## config.mk

```make
export PLATFORM = sky130hd
export DESIGN_NAME = crc32_frame_receiver
export DESIGN_NICKNAME = d
export VERILOG_FILES = /design/src/rtl/core/crcfr_pkg.sv /design/src/rtl/core/crcfr_parser.sv /design/src/rtl/core/crcfr_out_buf.sv /design/src/rtl/core/crc32_frame_receiver.sv
export SDC_FILE = /design/constraint.sdc
export NUM_CORES = 1
export LEC_CHECK = 0
export BUFFER_PORTS_ARGS = -buffer_cell sky130_fd_sc_hd__buf_2
export CORE_ASPECT_RATIO = 2
export CORE_MARGIN = 1
export CORE_UTILIZATION = 45
export DETAILED_ROUTE_END_ITERATION = 12
export GPL_TIMING_DRIVEN = 0
export PLACE_DENSITY = 0.72
export SLEW_MARGIN = 40
export SYNTH_ARGS = -nofsm -noshare
export SYNTH_HDL_FRONTEND = slang
export SYNTH_SLANG_ARGS = --single-unit
export TNS_END_PERCENT = 10
```

## constraint.sdc

```tcl
create_clock -name clk -period 18.9 [get_ports clk]
set_input_delay 0.945 -clock clk [delete_from_list [all_inputs] [get_ports clk]]
set_output_delay 0.945 -clock clk [all_outputs]
set_load 0.02 [all_outputs]
```

## src/rtl/core/crcfr_pkg.sv

```systemverilog
// Shared types, constants and the CRC-32 byte update for the frame receiver.
// No dependencies.
`timescale 1ns / 1ps

package crcfr_pkg;

  localparam logic [31:0] CRC_POLY = 32'hEDB88320;
  localparam logic [31:0] CRC_INIT = 32'hFFFFFFFF;

  localparam logic RESULT_PAYLOAD   = 1'b0;
  localparam logic RESULT_FRAME_END = 1'b1;

  localparam logic STATUS_OK       = 1'b0;
  localparam logic STATUS_CRC_FAIL = 1'b1;

  typedef enum logic [3:0] {
    PH_TYPE = 4'b0001,
    PH_LEN  = 4'b0010,
    PH_DATA = 4'b0100,
    PH_CRC  = 4'b1000
  } phase_t;

  typedef struct packed {
    logic        result_kind;
    logic [7:0]  payload_byte;
    logic [31:0] payload_index;
    logic [7:0]  msg_type;
    logic [31:0] msg_length;
    logic        frame_status;
    logic [31:0] received_crc;
    logic [31:0] computed_crc;
  } result_t;

  // Reflected CRC-32, one byte, eight bit steps.
  function automatic logic [31:0] crc_byte(input logic [31:0] crc, input logic [7:0] b);
    logic [31:0] c;
    c = crc ^ {24'd0, b};
    for (int k = 0; k < 8; k++) begin
      c = c[0] ? ((c >> 1) ^ CRC_POLY) : (c >> 1);
    end
    return c;
  endfunction

endpackage

```

## src/rtl/core/crcfr_parser.sv

```systemverilog
// Frame parser: header/trailer state, payload counter and running CRC.
// Depends on crcfr_pkg.
`timescale 1ns / 1ps

module crcfr_parser (
  input  logic                clk,
  input  logic                rst,
  input  logic                accept,
  input  logic [7:0]          rx_byte,
  output logic                res_push,
  output crcfr_pkg::result_t  res
);

  crcfr_pkg::phase_t phase, phase_next;
  logic [1:0]  field_byte_count, field_byte_count_next;
  logic [7:0]  frame_type, frame_type_next;
  logic [31:0] frame_length, frame_length_next;
  logic [31:0] payload_count, payload_count_next;
  logic [31:0] running_crc, running_crc_next;
  logic [31:0] trailer_crc, trailer_crc_next;
  logic [31:0] comp;

  always_comb begin
    phase_next            = phase;
    field_byte_count_next = field_byte_count;
    frame_type_next       = frame_type;
    frame_length_next     = frame_length;
    payload_count_next    = payload_count;
    running_crc_next      = running_crc;
    trailer_crc_next      = trailer_crc;
    res_push              = 1'b0;
    res                   = '0;
    comp                  = ~running_crc;
    case (phase)
      crcfr_pkg::PH_TYPE: begin
        frame_type_next       = rx_byte;
        frame_length_next     = '0;
        field_byte_count_next = '0;
        phase_next            = crcfr_pkg::PH_LEN;
      end
      crcfr_pkg::PH_LEN: begin
        frame_length_next     = {rx_byte, frame_length[31:8]};
        field_byte_count_next = field_byte_count + 2'd1;
        if (field_byte_count == 2'd3) begin
          payload_count_next = '0;
          running_crc_next   = crcfr_pkg::CRC_INIT;
          trailer_crc_next   = '0;
          phase_next = (frame_length_next == 32'd0) ? crcfr_pkg::PH_CRC : crcfr_pkg::PH_DATA;
        end
      end
      crcfr_pkg::PH_DATA: begin
        res_push           = 1'b1;
        res.result_kind    = crcfr_pkg::RESULT_PAYLOAD;
        res.payload_byte   = rx_byte;
        res.payload_index  = payload_count;
        res.msg_type       = frame_type;
        res.msg_length     = frame_length;
        running_crc_next   = crcfr_pkg::crc_byte(running_crc, rx_byte);
        payload_count_next = payload_count + 32'd1;
        if (payload_count_next == frame_length) begin
          field_byte_count_next = '0;
          phase_next            = crcfr_pkg::PH_CRC;
        end
      end
      default: begin
        trailer_crc_next      = {rx_byte, trailer_crc[31:8]};
        field_byte_count_next = field_byte_count + 2'd1;
        if (field_byte_count == 2'd3) begin
          res_push          = 1'b1;
          res.result_kind   = crcfr_pkg::RESULT_FRAME_END;
          res.payload_index = payload_count;
          res.msg_type      = frame_type;
          res.msg_length    = frame_length;
          res.frame_status  = (trailer_crc_next != comp) ? crcfr_pkg::STATUS_CRC_FAIL
                                                         : crcfr_pkg::STATUS_OK;
          res.received_crc  = trailer_crc_next;
          res.computed_crc  = comp;
          phase_next            = crcfr_pkg::PH_TYPE;
          field_byte_count_next = '0;
          payload_count_next    = '0;
          running_crc_next      = crcfr_pkg::CRC_INIT;
          trailer_crc_next      = '0;
        end
      end
    endcase
    if (!accept) begin
      res_push = 1'b0;
    end
  end

  always_ff @(posedge clk) begin
    if (rst) begin
      phase            <= crcfr_pkg::PH_TYPE;
      field_byte_count <= '0;
      frame_type       <= '0;
      frame_length     <= '0;
      payload_count    <= '0;
      running_crc      <= crcfr_pkg::CRC_INIT;
      trailer_crc      <= '0;
    end else if (accept) begin
      phase            <= phase_next;
      field_byte_count <= field_byte_count_next;
      frame_type       <= frame_type_next;
      frame_length     <= frame_length_next;
      payload_count    <= payload_count_next;
      running_crc      <= running_crc_next;
      trailer_crc      <= trailer_crc_next;
    end
  end

endmodule

```

## src/rtl/core/crcfr_out_buf.sv

```systemverilog
// Two-word result buffer between the parser and the output channel.
// Depends on crcfr_pkg.
`timescale 1ns / 1ps

module crcfr_out_buf (
  input  logic                clk,
  input  logic                rst,
  input  logic                push,
  input  crcfr_pkg::result_t  push_data,
  input  logic                pop_stall,
  output logic                full,
  output logic                out_valid,
  output crcfr_pkg::result_t  out_data
);

  crcfr_pkg::result_t mem [2];
  logic       wr_ptr, rd_ptr;
  logic [1:0] count;
  logic       pop;

  assign out_valid = (count != 2'd0);
  assign full      = (count == 2'd2);
  assign pop       = out_valid && !pop_stall;
  assign out_data  = mem[rd_ptr];

  always_ff @(posedge clk) begin
    if (push) begin
      mem[wr_ptr] <= push_data;
    end
  end

  always_ff @(posedge clk) begin
    if (rst) begin
      wr_ptr <= 1'b0;
      rd_ptr <= 1'b0;
      count  <= 2'd0;
    end else begin
      if (push) begin
        wr_ptr <= ~wr_ptr;
      end
      if (pop) begin
        rd_ptr <= ~rd_ptr;
      end
      case ({push, pop})
        2'b10:   count <= count + 2'd1;
        2'b01:   count <= count - 2'd1;
        default: count <= count;
      endcase
    end
  end

endmodule

```

## src/rtl/core/crc32_frame_receiver.sv

```systemverilog
// Top level of the CRC-32 frame receiver: parser plus result buffer.
// Depends on crcfr_pkg, crcfr_parser and crcfr_out_buf.
`timescale 1ns / 1ps

// Usage:
//   Input channel: one received byte per word on rx_byte, in_valid/in_stall.
//   Frames are a type byte, a 4-byte little-endian length, the payload and a
//   4-byte little-endian CRC-32 (zlib) over the payload.
//   Output channel: out_valid/out_stall with one word per payload byte
//   (result_kind 0) and one frame-end word (result_kind 1) after the last
//   trailer byte carrying type, length, both CRCs and frame_status.
//   Header bytes and the first three trailer bytes give no output word.
//   Throughput: one input byte per cycle while in_stall is low, set by the byte-wide
//   CRC update and header/trailer shift registers.
//   Results: a result word is registered into the output buffer when its byte
//   is accepted, and is shown once the words ahead of it are taken.
//   Output stall: results collect in a two-word buffer; in_stall rises only
//   when both words are held, and drops as soon as one is taken.
//   Reset: synchronous; the parser waits for a type byte with a fresh CRC and
//   the output buffer is empty. There is no resynchronization: every byte is
//   taken as the next byte of the frame format.

module crc32_frame_receiver (
  input  logic        clk,
  input  logic        rst,
  input  logic        in_valid,
  output logic        in_stall,
  input  logic [7:0]  rx_byte,
  output logic        out_valid,
  input  logic        out_stall,
  output logic        result_kind,
  output logic [7:0]  payload_byte,
  output logic [31:0] payload_index,
  output logic [7:0]  msg_type,
  output logic [31:0] msg_length,
  output logic        frame_status,
  output logic [31:0] received_crc,
  output logic [31:0] computed_crc
);

  logic               accept;
  logic               res_push;
  logic               buf_full;
  crcfr_pkg::result_t res;
  crcfr_pkg::result_t out_word;

  assign in_stall = buf_full;
  assign accept   = in_valid && !in_stall;

  crcfr_parser u_parser (
    .clk      (clk),
    .rst      (rst),
    .accept   (accept),
    .rx_byte  (rx_byte),
    .res_push (res_push),
    .res      (res)
  );

  crcfr_out_buf u_out_buf (
    .clk       (clk),
    .rst       (rst),
    .push      (res_push),
    .push_data (res),
    .pop_stall (out_stall),
    .full      (buf_full),
    .out_valid (out_valid),
    .out_data  (out_word)
  );

  assign result_kind   = out_word.result_kind;
  assign payload_byte  = out_word.payload_byte;
  assign payload_index = out_word.payload_index;
  assign msg_type      = out_word.msg_type;
  assign msg_length    = out_word.msg_length;
  assign frame_status  = out_word.frame_status;
  assign received_crc  = out_word.received_crc;
  assign computed_crc  = out_word.computed_crc;

  a_end_count: assert property (@(posedge clk) disable iff (rst)
    (out_valid && result_kind == crcfr_pkg::RESULT_FRAME_END) |-> payload_index == msg_length)
    else $error("frame end payload count differs from length");

  a_end_status: assert property (@(posedge clk) disable iff (rst)
    (out_valid && result_kind == crcfr_pkg::RESULT_FRAME_END)
      |-> (frame_status == (received_crc != computed_crc)) && payload_byte == 8'd0)
    else $error("frame end status inconsistent with CRCs");

  a_payload_clean: assert property (@(posedge clk) disable iff (rst)
    (out_valid && result_kind == crcfr_pkg::RESULT_PAYLOAD)
      |-> frame_status == crcfr_pkg::STATUS_OK && received_crc == 32'd0
          && computed_crc == 32'd0 && payload_index < msg_length)
    else $error("payload word carries frame end fields");

  a_reset_ready: assert property (@(posedge clk) rst |=> !in_stall && !out_valid)
    else $error("buffer not empty after reset");

endmodule

```

Yosys cells after proc, flatten, opt, wreduce, memory -nomap -nowiden
Memories as Yosys holds them, arrays and structs flattened. A register that Yosys moved wholly into a read port is not among the register bits. Cells that the tools add are included.

Word-level logic and storage cells: 96. Memories: 1. Bits in writable memories: 292. Input bits: 12. Register bits: 146. Output and inout bits: 148.

Multiplexer cells: 37. Reductions and logical operators: 19. Equal/unequal tests: 11. Bitwise operators: 14. $add $sub $neg: 4.

Memory list: u_out_buf.mem (words 2, width 146, rd ports 1, clocked after memory_dff 1, wr ports 1, RTL line crcfr_out_buf.sv:16) `crcfr_pkg::result_t mem [2];`.

Operators by type and width (count): 2-to-1 mux 32 bit (11); one-hot mux 32 bit (2 select lines) (4); one-hot mux 72 bit (2 select lines) (1); 2-to-1 mux 137 bit (1); inverter 13 -> 14 bit (8); 2-to-1 mux 65 bit (1); adder 32 x 1 -> 32 bit, second input constant (1); == test 32 bit (1); logical NOT 32 bit (1); != test 32 bit (1); inverter 32 bit (1); XOR 32 x 8 -> 32 bit (1); 2-to-1 mux 4 bit (4); one-hot mux 4 bit (3 select lines) (1); 2-to-1 mux 1 bit (8); 2-to-1 mux 8 bit (1); nonzero test 2 bit (4); == test 2 bit, second input constant (3); one-hot mux 2 bit (3 select lines) (1); AND reduction 2 bit (3); AND reduction 3 bit (2); adder 2 x 1 -> 2 bit, second input constant (2); == test 4 x 1 -> 1 bit, second input constant (1); == test 4 x 2 -> 1 bit, second input constant (1); 14 further kinds (22).

Depth between registers and ports, before layout
Gate-level depths: netlist of run 1.

Word-level depth: 18. Mapped depth: 11. Mapped depth without buffers: 10.

Cells and area by module
From an unflattened synthesis of run 1, not the netlist that was laid out.

Cells, all modules: 1593. Area total of the unflattened synthesis: 19389.8 µm².

Modules (own cells, without submodules): crcfr_out_buf (cells each 479, seq. area each 8868.5 µm², area an instance 10745.3 µm², instances 1); crcfr_parser (cells each 1113, seq. area each 2682.6 µm², area an instance 8630.8 µm², instances 1); crc32_frame_receiver (cells each 1, seq. area each 0.0 µm², area an instance 13.8 µm², instances 1).

Worst setup path after synthesis of run 1
No wires, ideal clock.

Path type: in2reg. Start point: input port in_valid. End point: memory u_out_buf.mem[0][0] (netlist name), enable pin. Required time: 18.246 ns. Stages: 4. Data arrival time: 7.401 ns. Setup slack: 10.846 ns. Cell sequence: and2_1 buf_2 nand2_1 nor2_1.

Longest elaborated chain between the ends: 4.

Ends and longest elaborated chain: start: declaration (RTL line crc32_frame_receiver.sv:26) `input logic in_valid,`; logical AND 1 bit (RTL line crc32_frame_receiver.sv:48) `assign accept = in_valid && !in_stall;`; 2-to-1 mux 1 bit (RTL line crcfr_parser.sv:86) `if (!accept) begin`; 2-to-1 mux 1 bit (RTL line crcfr_out_buf.sv:27) `if (push) begin`; 2-to-1 mux 1 bit (implied by the code) (RTL line crcfr_out_buf.sv:28) `mem[wr_ptr] <= push_data;`; end: declaration (RTL line crcfr_out_buf.sv:16).

No other way between the ends.

Worst setup path after layout of run 1
Start point: register u_parser.payload_count[0]. End point: register u_parser.phase[2].

Longest elaborated chain between the ends: 4.

Ends and longest elaborated chain: start: declaration (RTL line crcfr_parser.sv:18) `logic [31:0] payload_count, payload_count_next;`; start signal: assignment (RTL line crcfr_parser.sv:105) `payload_count <= payload_count_next;`; adder 32 x 1 -> 32 bit (RTL line crcfr_parser.sv:59) `payload_count_next = payload_count + 32'd1;`; == test 32 bit (RTL line crcfr_parser.sv:60) `if (payload_count_next == frame_length) begin`; != test 2 x 1 -> 1 bit (no source line); AND reduction 4 bit (no source line); end signal: assignment (RTL line crcfr_parser.sv:93) `phase <= crcfr_pkg::PH_TYPE;`; end signal: assignment (RTL line crcfr_parser.sv:101) `phase <= phase_next;`; end: declaration (RTL line crcfr_parser.sv:14) `crcfr_pkg::phase_t phase, phase_next;`.

No other way between the ends. A chain may end at the register's enable or synchronous reset.

==> flow_summary_export.csv, run 1 <==
group,metric,value,unit
global_route,antenna_found_initial,0,
power,p_leak,7.155,nW
placement,dp_hpwl,41.21,mm
min_path,worstHoldEndpoint,"u_parser.frame_type[7]$_SDFFE_PP0P_",
timing,slew_viol_final,0,
routing,drc,0,
cells_and_area,antenna_cells,0,
logic_synthesis,synthCells,1548,
run,cap_viol_max_count,0,
placement,numPortBuffers,150,
routing,postRouteAntennaNets,0,
routing,drt-initial-drc-count,771,
clock_network,post_cts_buffers,0,
worst_setup_path,r2r-end,"u_parser.phase[2]$_SDFFE_PP0P_",
clock_network,clk_pin_slew,0.07,ns
floorplanning,rows,105,
global_route,overflow,0,
timing,fin_tns_setup,0,ns
worst_setup_path,critPathArrivalTime,4.64,ns
routing,viasPerCell,5.608,
power,total_power,1.857,mW
clock_network,cts.repair.resized,0,
logic_synthesis,async_reset_ff_frac,0,
routing,vias,12990,
global_route,use_met1,0.2291,
floorplanning,die_area,0.04262,mm2
clock_network,hold_buffers,0,
clock_network,clk_path_buf_depth,3,
power,swShare,0.2222,
logic_synthesis,synth_ff_type,"edfxtp_1",
timing,hold_ws,0.4558,ns
floorplanning,die_w,146.5,um
cells_and_area,nets,1766,
logic_synthesis,ys_warn_count,0,
worst_setup_path,critPathCaptureType,"flip-flop",
timing,finalHoldViolCount,0,
global_route,grt_pass1_vias,13510,
global_route,met2_usage,0.5089,
cells_and_area,nFillCells,3546,
worst_setup_path,ff2ff_path_depth,11,
floorplanning,start_util,0.4568,
timing,skew,0.02315,ns
worst_setup_path,worst-r2r-setup-slack,14.74,ns
min_path,hp-start,"u_parser.frame_type[7]$_SDFFE_PP0P_",
logic_synthesis,synth.avg_cell_area,12.14,um2
power,power.share.clock,0.407,
timing,fmax,240.6,MHz
placement,place.gp.congestion,0.9411,
worst_setup_path,startpoint_type,"flip-flop",
timing,worst_pin_slew,0.8727,ns
logic_synthesis,ys_types,65,
global_route,grt_usage,0.2575,
logic_synthesis,yosysSeqAreaShare,0.6149,
worst_setup_path,critPathKind,"flip-flop to flip-flop",
logic_synthesis,synth_fp_nets,1563,
worst_setup_path,reg2reg_from,"u_parser.payload_count[0]$_SDFFE_PP0P_",
clock_network,worstSkewPairLatency,0.55,ns
placement,place_inst,2246,
logic_synthesis,synth.area.top_cells,"edfxtp_1, dfxtp_1, mux2_2",
timing,fin_crit,4.156,ns
timing,relSlewSlack,0.4182,
clock_network,cts-root-buf,"clkbuf_16",
power,power_density,85.56,mW/mm2
min_path,hold_class,"flip-flop to flip-flop",
logic_synthesis,synth-seq-cells,431,
cells_and_area,layout.cells.non_filler,2316,
clock_network,clock_sinks,431,
global_route,grt_start_max_net_pins,41,
power,cellInternalPower,1.444,mW
clock_network,cts_tree,"yes",
cells_and_area,syn_to_final_growth,15.54,%
clock_network,htreeDepth,2,
floorplanning,die_h,291.0,um
logic_synthesis,netlist.area_leader.share,0.4668,
cells_and_area,post-route-util,0.5278,
power,peakVddDrop,0.00006235,V
floorplanning,io_pins,160,
routing,wl_per_cell,23.66,um
timing,fin_crit_sh,0.2199,
timing,rsz0062_at_grt,"no",
logic_synthesis,syn_area,0.01879,mm2
cells_and_area,layout-drive-gt1-share,0.2240,
routing,first_pass_iters,7,
timing,setup_violations,0,
global_route,grt.busiest_layer,"met2",
floorplanning,fp.coreArea,0.04112,mm2
worst_setup_path,required,19.38,ns
min_path,hold_depth,2,
power,combPwrFrac,0.050,
clock_network,cts_buffers,38,
global_route,grt_first_pass_wirelength,80.87,mm
outcome,outcome,"finished clean",
power,power_switching,412.7,uW
power,p_seq_frac,0.543,
routing,drt-total-wl,54.79,mm
logic_synthesis,synth_edf_count,292,
worst_setup_path,crit_path_max_fanout,8,
global_route,grt_util_met3,0.02853,
logic_synthesis,synth_largest_area_cell,"edfxtp_1",
[flip-flops by register name (all words and copies together), names as in the netlist, named ones only]
register	flops
u_parser.frame_type	8
u_out_buf.mem	292
u_out_buf.count	2
u_parser.frame_length	32
u_parser.trailer_crc	24
u_parser.running_crc	32
u_parser.field_byte_count	2
u_out_buf.rd_ptr	1
u_out_buf.wr_ptr	1
u_parser.phase	4
u_parser.payload_count	32
[layer usage]
layer / vias up / part of all wire
met3: 204 / 0.034
li1: 6003 / -
met1: 6361 / 0.32
met5: - / 0
met4: 0 / 0.086
met2: 421 / 0.56
[critical path, stage by stage (launching register included)]
cell,delay [ns]
dfxtp_1,0.53
ha_1,0.35
nand3_4,0.15
or3_1,0.38
buf_2,0.17
nor3_1,0.48
xnor2_1,0.12
a2111oi_1,0.79
nor4b_2,0.37
nand4b_1,0.28
a21oi_2,0.26
mux2i_1,0.20
[cells in the mapped netlist, types with 4 or more instances]
cell type and count:
nand3_1 50, and3_1 14, and2_1 107, a31oi_1 7, inv_1 4, xor2_1 63, nor3_1 17, dfxtp_1 139
or3_1 6, nand2_1 111, buf_2 8, edfxtp_1 292, nor4_1 19, a311oi_1 8, a22oi_1 35, a21oi_1 67
o21ai_0 43, o22ai_1 26, nand4_1 18, mux2_2 147, nand2b_1 4, nor2_1 127, xnor2_1 85, clkbuf_1 91
[cell usage in the layout (no fill, tap or decap), types with 50 or more instances in the layout]
cell type / count
clkbuf_1: 102
xor2_1: 62
and2_1: 107
nand3_1: 50
nand2_1: 111
nor2_1: 126
dfxtp_1: 139
mux2_2: 147
edfxtp_1: 292
buf_2: 158
xnor2_1: 83
a21oi_1: 67
[cell type report]
| cell class | instances | area (um2) | area share |
|---|---|---|---|
| repair buffers | 163 | 1016 | 0.04681 |
| inverters | 5 | 18.77 | 0.0008647 |
| flip-flops and latches | 431 | 11550 | 0.5322 |
| multi-input cells | 1008 | 6843 | 0.3153 |
| plain buffers | 104 | 417.9 | 0.01925 |
| well taps | 535 | 669.4 | 0.03084 |
| clock buffers | 53 | 1027 | 0.04733 |
| clock inverters | 17 | 161.4 | 0.007436 |
[power by group through the flow]
| stage | registers (mW) | clock network [mW] | logic, mW |
|---|---|---|---|
| after floorplan | 1.03 | 0 | 0.0670 |
| after global routing | 1.01 | 0.798 | 0.100 |
| final | 1.01 | 0.756 | 0.0928 |
| after detailed placement | 1.03 | 0 | 0.0919 |
| after global placement | 1.03 | 0 | 0.0902 |
| after CTS | 1.01 | 0.769 | 0.0923 |
[worst max path at each step]
stage | from | cells after the start | slack, ns | end
3_3_place_gp | u_parser.phase[0]$_SDFFE_PP1P_ | 7 | 7.28 | u_out_buf.mem[0][90]$_DFFE_PP_
3_5_place_dp | u_parser.payload_count[0]$_SDFFE_PP0P_ | 11 | 14.82 | u_parser.phase[2]$_SDFFE_PP0P_
2_1_floorplan | in_valid | 4 | 10.85 | u_out_buf.mem[0][0]$_DFFE_PP_
6_report | u_parser.payload_count[0]$_SDFFE_PP0P_ | 11 | 14.74 | u_parser.phase[2]$_SDFFE_PP0P_
4_1_cts | u_parser.payload_count[0]$_SDFFE_PP0P_ | 11 | 14.80 | u_parser.phase[2]$_SDFFE_PP0P_
5_1_grt | u_parser.payload_count[0]$_SDFFE_PP0P_ | 11 | 14.69 | u_parser.phase[2]$_SDFFE_PP0P_
[cells by family (layout without fill, tap and decap cells)]
family | Yosys count | in the layout | share of synthesized area
AOI/OAI and AO/OA | 213 | 213 | 0.07034
xor gates and xnor gates | 148 | 148 | 0.06900
adders and majority gates | 3 | 3 | 0.001998
buffers and inverters | 109 | 342 | 0.02311
DFF | 431 | 431 | 0.6149
muxes | 148 | 148 | 0.08865
and+or+nand+nor | 496 | 496 | 0.1320
[through the flow]
step / area, um2 / setup slack, ns
2_1_floorplan: 18790 / 10.85
3_3_place_gp: 20210 / 7.277
3_5_place_dp: 20510 / 14.82
4_1_cts: 21700 / 14.80
5_1_grt: 21700 / 14.69
6_report: 21700 / 14.74
Power figures use the tool's default switching activity.
==> run 2: changes to the inputs <==
==> constraint.sdc (replaced) <==
create_clock -name clk -period 3.85 [get_ports clk]
set_input_delay 0.1925 -clock clk [delete_from_list [all_inputs] [get_ports clk]]
set_output_delay 0.1925 -clock clk [all_outputs]
set_load 0.02 [all_outputs]
==> run 2 against run 1 <==
Non-clock buffer count stayed put. Routed wire length increased by 0.65%. Critical endpoint unchanged. Largest cell class unchanged. Design area hardly changed. Utilization about the same.
==> flow_summary_export.csv, run 2 (synthesis results as in run 1) <==
group,metric,value,unit
routing,drt-total-wl,55.15,mm
clock_network,cts_buffers,37,
outcome,outcome,"finished clean",
timing,rsz0062_at_grt,"no",
worst_setup_path,startpoint,"u_parser.payload_count[1]$_SDFFE_PP0P_",
timing,fmax,270.6,MHz
timing,setup_violations,0,
placement,dpl_worst_slack,-0.1795,ns
floorplanning,die_w,146.5,um
power,total_power,9.048,mW
timing,fin_crit_sh,0.9597,
floorplanning,io_pins,160,
clock_network,worstSkewPairLatency,0.55,ns
global_route,grt_start_max_net_pins,39,
placement,dp_hpwl,41.30,mm
floorplanning,die_h,291.0,um
clock_network,htreeDepth,2,
worst_setup_path,ff2ff_path_depth,11,
timing,relSlewSlack,0.3751,
placement,dpl_cell_area,0.02053,mm2
cells_and_area,regMostFlops,"u_out_buf.mem",
routing,first_pass_iters,5,
timing,worst_slack,0.1550,ns
min_path,hold_class,"primary input to flip-flop",
global_route,grt_usage,0.2600,
clock_network,hold_buffers,0,
timing,worst_pin_slew,0.9373,ns
floorplanning,rows,105,
clock_network,clk_path_buf_depth,3,
timing,skew,0.02880,ns
worst_setup_path,critPathKind,"flip-flop to flip-flop",
floorplanning,fp.coreArea,0.04112,mm2
min_path,worstHoldEndpoint,"u_parser.phase[2]$_SDFFE_PP0P_",
timing,finalHoldViolCount,0,
timing,fin_crit,3.695,ns
clock_network,clock_sinks,431,
power,p_leak,7.193,nW
global_route,overflow,0,
clock_network,cts-root-buf,"clkbuf_16",
cells_and_area,nets,1765,
floorplanning,start_util,0.4568,
worst_setup_path,worst-r2r-setup-slack,0.15,ns
power,peakVddDrop,0.0002833,V
worst_setup_path,critPathArrivalTime,4.16,ns
clock_network,clk_pin_slew,0.06,ns
worst_setup_path,startpoint_type,"flip-flop",
cells_and_area,layout_commonest_cell,"edfxtp_1",
worst_setup_path,r2r-end,"u_parser.phase[2]$_SDFFE_PP0P_",
timing,fin_tns_setup,0,ns
worst_setup_path,reg2reg_from,"u_parser.payload_count[1]$_SDFFE_PP0P_",
cells_and_area,layout_common_cells,"edfxtp_1, buf_2, mux2_2",
run,cap_viol_max_count,0,
cells_and_area,largest_reg_flops,292,
cells_and_area,nFillCells,3559,
min_path,hp-start,"rst",
routing,wl_per_cell,23.83,um
cells_and_area,syn_to_final_growth,15.61,%
placement,place.gp.congestion,0.9544,
global_route,grt_pass1_vias,13670,
global_route,grt_first_pass_wirelength,81.45,mm
clock_network,cts_tree,"yes",
routing,drc,0,
cells_and_area,antenna_cells,0,
routing,drt-initial-drc-count,787,
global_route,antenna_found_initial,1,
placement,numPortBuffers,150,
cells_and_area,layout-drive-gt1-share,0.2310,
timing,slew_viol_final,0,
cells_and_area,fin_area,0.02172,mm2
floorplanning,die_area,0.04262,mm2
routing,viasPerCell,5.711,
worst_setup_path,required,4.31,ns
routing,postRouteAntennaNets,0,
cells_and_area,post-route-util,0.5281,
power,power_density,416.6,mW/mm2
routing,vias,13220,
worst_setup_path,crit_path_max_fanout,7,
min_path,hold_depth,4,
worst_setup_path,critPathCaptureType,"flip-flop",
==> run 2: changes by cell type in the layout (fill, tap and decap cells not counted), sizes merged <==
cell	before	now
clkinvlp	5	2
clkinv	8	10
bufinv	2	0
clkbuf	144	145
==> run 2: where the power goes <==
part	leakage, nW	internal [mW]	switching [mW]	total [mW]
Combinational	3.04	0.157	0.300	0.457
Clock	0.578	1.99	1.65	3.64
Sequential	3.58	4.91	0.0401	4.95
==> run 2: through the flow <==
stage,std cells,hold slack (ns)
after floorplan,1548,0.4317
after global placement,2233,0.4376
after detailed placement,2246,0.4452
after CTS,2314,0.03676
after global routing,2314,0.07264
final,2314,0.05737
==> run 2: worst max-delay path by stage <==
stage | endpoint
after CTS | u_parser.phase[2]$_SDFFE_PP0P_
after global routing | u_parser.phase[2]$_SDFFE_PP0P_
final | u_parser.phase[2]$_SDFFE_PP0P_
after floorplan | u_out_buf.mem[0][0]$_DFFE_PP_
after global placement | u_out_buf.mem[0][92]$_DFFE_PP_
after detailed placement | u_parser.phase[2]$_SDFFE_PP0P_
==> run 2: worst max-delay path, stage by stage (launching register included) <==
cell       delay, ns
dfxtp_1         0.44
ha_1            0.33
nand3_4         0.15
or3_1           0.39
buf_2           0.18
nor3_2          0.32
xnor2_1         0.13
a2111oi_2       0.59
nor4b_2         0.36
nand4b_1        0.29
a21oi_2         0.26
mux2i_1         0.21
==> run 2: repair_timing <==
action,CTS,global route
pin swaps,0,0
endpoints found under the setup margin,4,4
setup buffers,0,0
resized for setup,1,2
==> run 2: layer usage <==
metal,vias up,track usage,wire (um)
met5,-,0,13
met2,531,0.5034,30370
li1,5980,-,-
met3,262,0.03245,2164
met1,6441,0.2264,16820
met4,2,0.2360,5778
==> run 2: final cells by class <==
type	instances	area, um2	area share
flip-flops and latches	431	11550	0.5319
multi-input cells	1008	6853	0.3155
clock buffers	54	1089	0.05012
repair buffers	163	1028	0.04736
well taps	535	669.4	0.03082
plain buffers	104	422.9	0.01947
clock inverters	14	83.83	0.003860
inverters	5	18.77	0.0008642
==> run 3: changes to the inputs <==
--- a/config.mk
+++ b/config.mk
@@ -8,10 +8,10 @@
 export BUFFER_PORTS_ARGS = -buffer_cell sky130_fd_sc_hd__buf_2
 export CORE_ASPECT_RATIO = 2
 export CORE_MARGIN = 1
-export CORE_UTILIZATION = 45
+export CORE_UTILIZATION = 37
 export DETAILED_ROUTE_END_ITERATION = 12
 export GPL_TIMING_DRIVEN = 0
-export PLACE_DENSITY = 0.72
+export PLACE_DENSITY_LB_ADDON = 0.1
 export SLEW_MARGIN = 40
 export SYNTH_ARGS = -nofsm -noshare
 export SYNTH_HDL_FRONTEND = slang
==> run 3 against run 2 <==
Sequential power about the same. Via count decreased by 2.8%. Cell count up 5.4%. Highest routed layer is now met4. Setup slack improved by 0.030 ns. Maximum frequency grew 0.81%. Sequential share of layout area decreased by 0.89 points. Combinational power rose by 3%. Design area rose by 1.7%. Worst hold slack got worse by 0.020 ns. Die area grew 21%. Total power up 5.9%.
==> flow_summary_export.csv, run 3 (synthesis results as in run 1) <==
group,metric,value,unit
outcome,outcome,"finished clean",
worst_setup_path,worstPathBufferInverterCount,1,
timing,finalHoldViolCount,0,
floorplanning,die_area,0.05173,mm2
clock_network,clk_path_buf_depth,3,
routing,drt-total-wl,60.04,mm
timing,fin_crit,3.665,ns
power,combPwrFrac,0.049,
cells_and_area,layout_common_cells,"edfxtp_1, buf_2, mux2_2",
timing,setup_violations,0,
clock_network,htreeDepth,2,
power,power_density,433.9,mW/mm2
placement,place.gp.congestion,0.9391,
clock_network,clk_pin_slew,0.07,ns
routing,drt-initial-drc-count,613,
placement,dp_hpwl,44.43,mm
floorplanning,rows,116,
routing,first_pass_iters,5,
routing,vias,12840,
clock_network,cts_tree,"yes",
min_path,hold_class,"primary input to flip-flop",
worst_setup_path,startpoint_type,"flip-flop",
floorplanning,fp.coreArea,0.05007,mm2
cells_and_area,largest_reg_flops,292,
cells_and_area,regMostFlops,"u_out_buf.mem",
worst_setup_path,required,4.37,ns
worst_setup_path,crit_path_max_fanout,8,
power,peakVddDrop,0.0003560,V
clock_network,worstSkewPairLatency,0.57,ns
timing,slew_viol_final,0,
worst_setup_path,critPathMaxStageDelay,0.54,ns
placement,place_inst,2361,
power,p_leak,7.292,nW
power,power_switching,2.181,mW
timing,skew,0.02510,ns
global_route,overflow,0,
floorplanning,die_w,161.3,um
clock_network,cts_buffers,41,
cells_and_area,post-route-util,0.4411,
placement,numPortBuffers,150,
worst_setup_path,critPathCaptureType,"flip-flop",
worst_setup_path,critPathArrivalTime,4.19,ns
floorplanning,die_h,320.7,um
timing,rsz0062_at_grt,"no",
timing,worst_slack,0.1846,ns
power,cellInternalPower,7.402,mW
routing,viasPerCell,5.265,
clock_network,clock_sinks,431,
timing,worst_pin_slew,0.8610,ns
power,power.share.clock,0.434,
cells_and_area,nets,1771,
power,p_seq_frac,0.517,
timing,fmax,272.8,MHz
placement,dpl_worst_slack,-0.1968,ns
global_route,grt_first_pass_wirelength,86.72,mm
cells_and_area,layout-drive-gt1-share,0.2364,
worst_setup_path,crit_chain,"ha_2 -> nand3_4 -> or3_1 -> buf_2 -> or3_4 -> o31a_1 -> a211o_1 -> nor4b_2 -> nand4b_1 -> a21oi_2 -> o221a_2",
cells_and_area,layout_commonest_cell,"edfxtp_1",
worst_setup_path,worst_path_max_delay_cell,"dfxtp_1",
routing,drc,0,
routing,wl_per_cell,24.62,um
clock_network,cts-root-buf,"clkbuf_16",
worst_setup_path,path_delay_family,"simple AND/OR/NAND/NOR gates",
worst_setup_path,critPathKind,"flip-flop to flip-flop",
global_route,grt_usage,0.2322,
global_route,antenna_found_initial,0,
routing,postRouteAntennaNets,0,
floorplanning,start_util,0.3752,
clock_network,post_cts_buffers,0,
timing,relSlewSlack,0.4260,
timing,fin_crit_sh,0.9521,
power,swShare,0.2276,
global_route,grt_start_max_net_pins,38,
run,cap_viol_max_count,0,
cells_and_area,syn_to_final_growth,17.57,%
floorplanning,io_pins,160,
global_route,grt_pass1_vias,13230,
cells_and_area,layout.cells.non_filler,2439,
-- run 3: path summary, 6_finish.rpt --
kind                            cells past startpoint                                   to  slack, ns                              startpoint
worst min register to register                      2  u_parser.frame_type[4]$_SDFFE_PP0P_       0.46     u_parser.frame_type[4]$_SDFFE_PP0P_
worst max-delay path                               11       u_parser.phase[3]$_SDFFE_PP0P_       0.18  u_parser.payload_count[0]$_SDFFE_PP0P_
worst max register to register                     11       u_parser.phase[3]$_SDFFE_PP0P_       0.18  u_parser.payload_count[0]$_SDFFE_PP0P_
worst min-delay path                                4                            flip-flop       0.04                               out_stall
-- run 3: power groups by stage --
stage          clock (mW)  combinational [mW]  sequential (mW)
6_report             4.16               0.469             4.95
5_1_grt              4.42               0.506             4.95
4_1_cts              4.27               0.468             4.95
3_5_place_dp            0               0.466             5.06
3_3_place_gp            0               0.458             5.06
2_1_floorplan           0               0.329             5.03
-- run 3: cell type report --
type,count,area (um2)
multi-input combinational,1008,6868
clock buffer,57,1159
timing repair buffer,165,1041
buffer,104,426.7
fill,4716,27990
tap,649,812.0
antenna,1,2.502
clock inverter,19,207.7
inverter,5,18.77
sequential,431,11550
-- run 3: per-stage QoR --
stage / instance area [um2] / TNS [ns] / total power [mW] / hold WS, ns
6_report: 22090 / 0 / 9.584 / 0.03710
5_1_grt: 22080 / 0 / 9.880 / 0.06318
4_1_cts: 22060 / 0 / 9.695 / 0.01497
3_5_place_dp: 20680 / -0.4861 / 5.522 / 0.4489
3_3_place_gp: 20360 / -406.19 / 5.514 / 0.4373
2_1_floorplan: 18800 / 0 / 5.362 / 0.4317
-- run 3: worst reg2reg max path, cell delays in order, from the launching register on --
cell and delay [ns]:
dfxtp_1 0.54, ha_2 0.32, nand3_4 0.13, or3_1 0.38
buf_2 0.18, or3_4 0.43, o31a_1 0.29, a211o_1 0.29
nor4b_2 0.30, nand4b_1 0.29, a21oi_2 0.27, o221a_2 0.21
-- run 3: repair_timing --
item,in CTS,in global routing
resized for setup,1,4
hold endpoints to repair,1,0
endpoints found under the setup margin,4,4
pin swaps,0,0
hold buffers,1,0
-- run 3: routing by layer --
metal | GRT usage | vias up | share of wire
li1 | - | 5995 | -
met1 | 0.2175 | 6312 | 0.33
met2 | 0.4743 | 388 | 0.58
met3 | 0.02716 | 146 | 0.035
met4 | 0.1218 | 0 | 0.057
met5 | 0 | - | 0
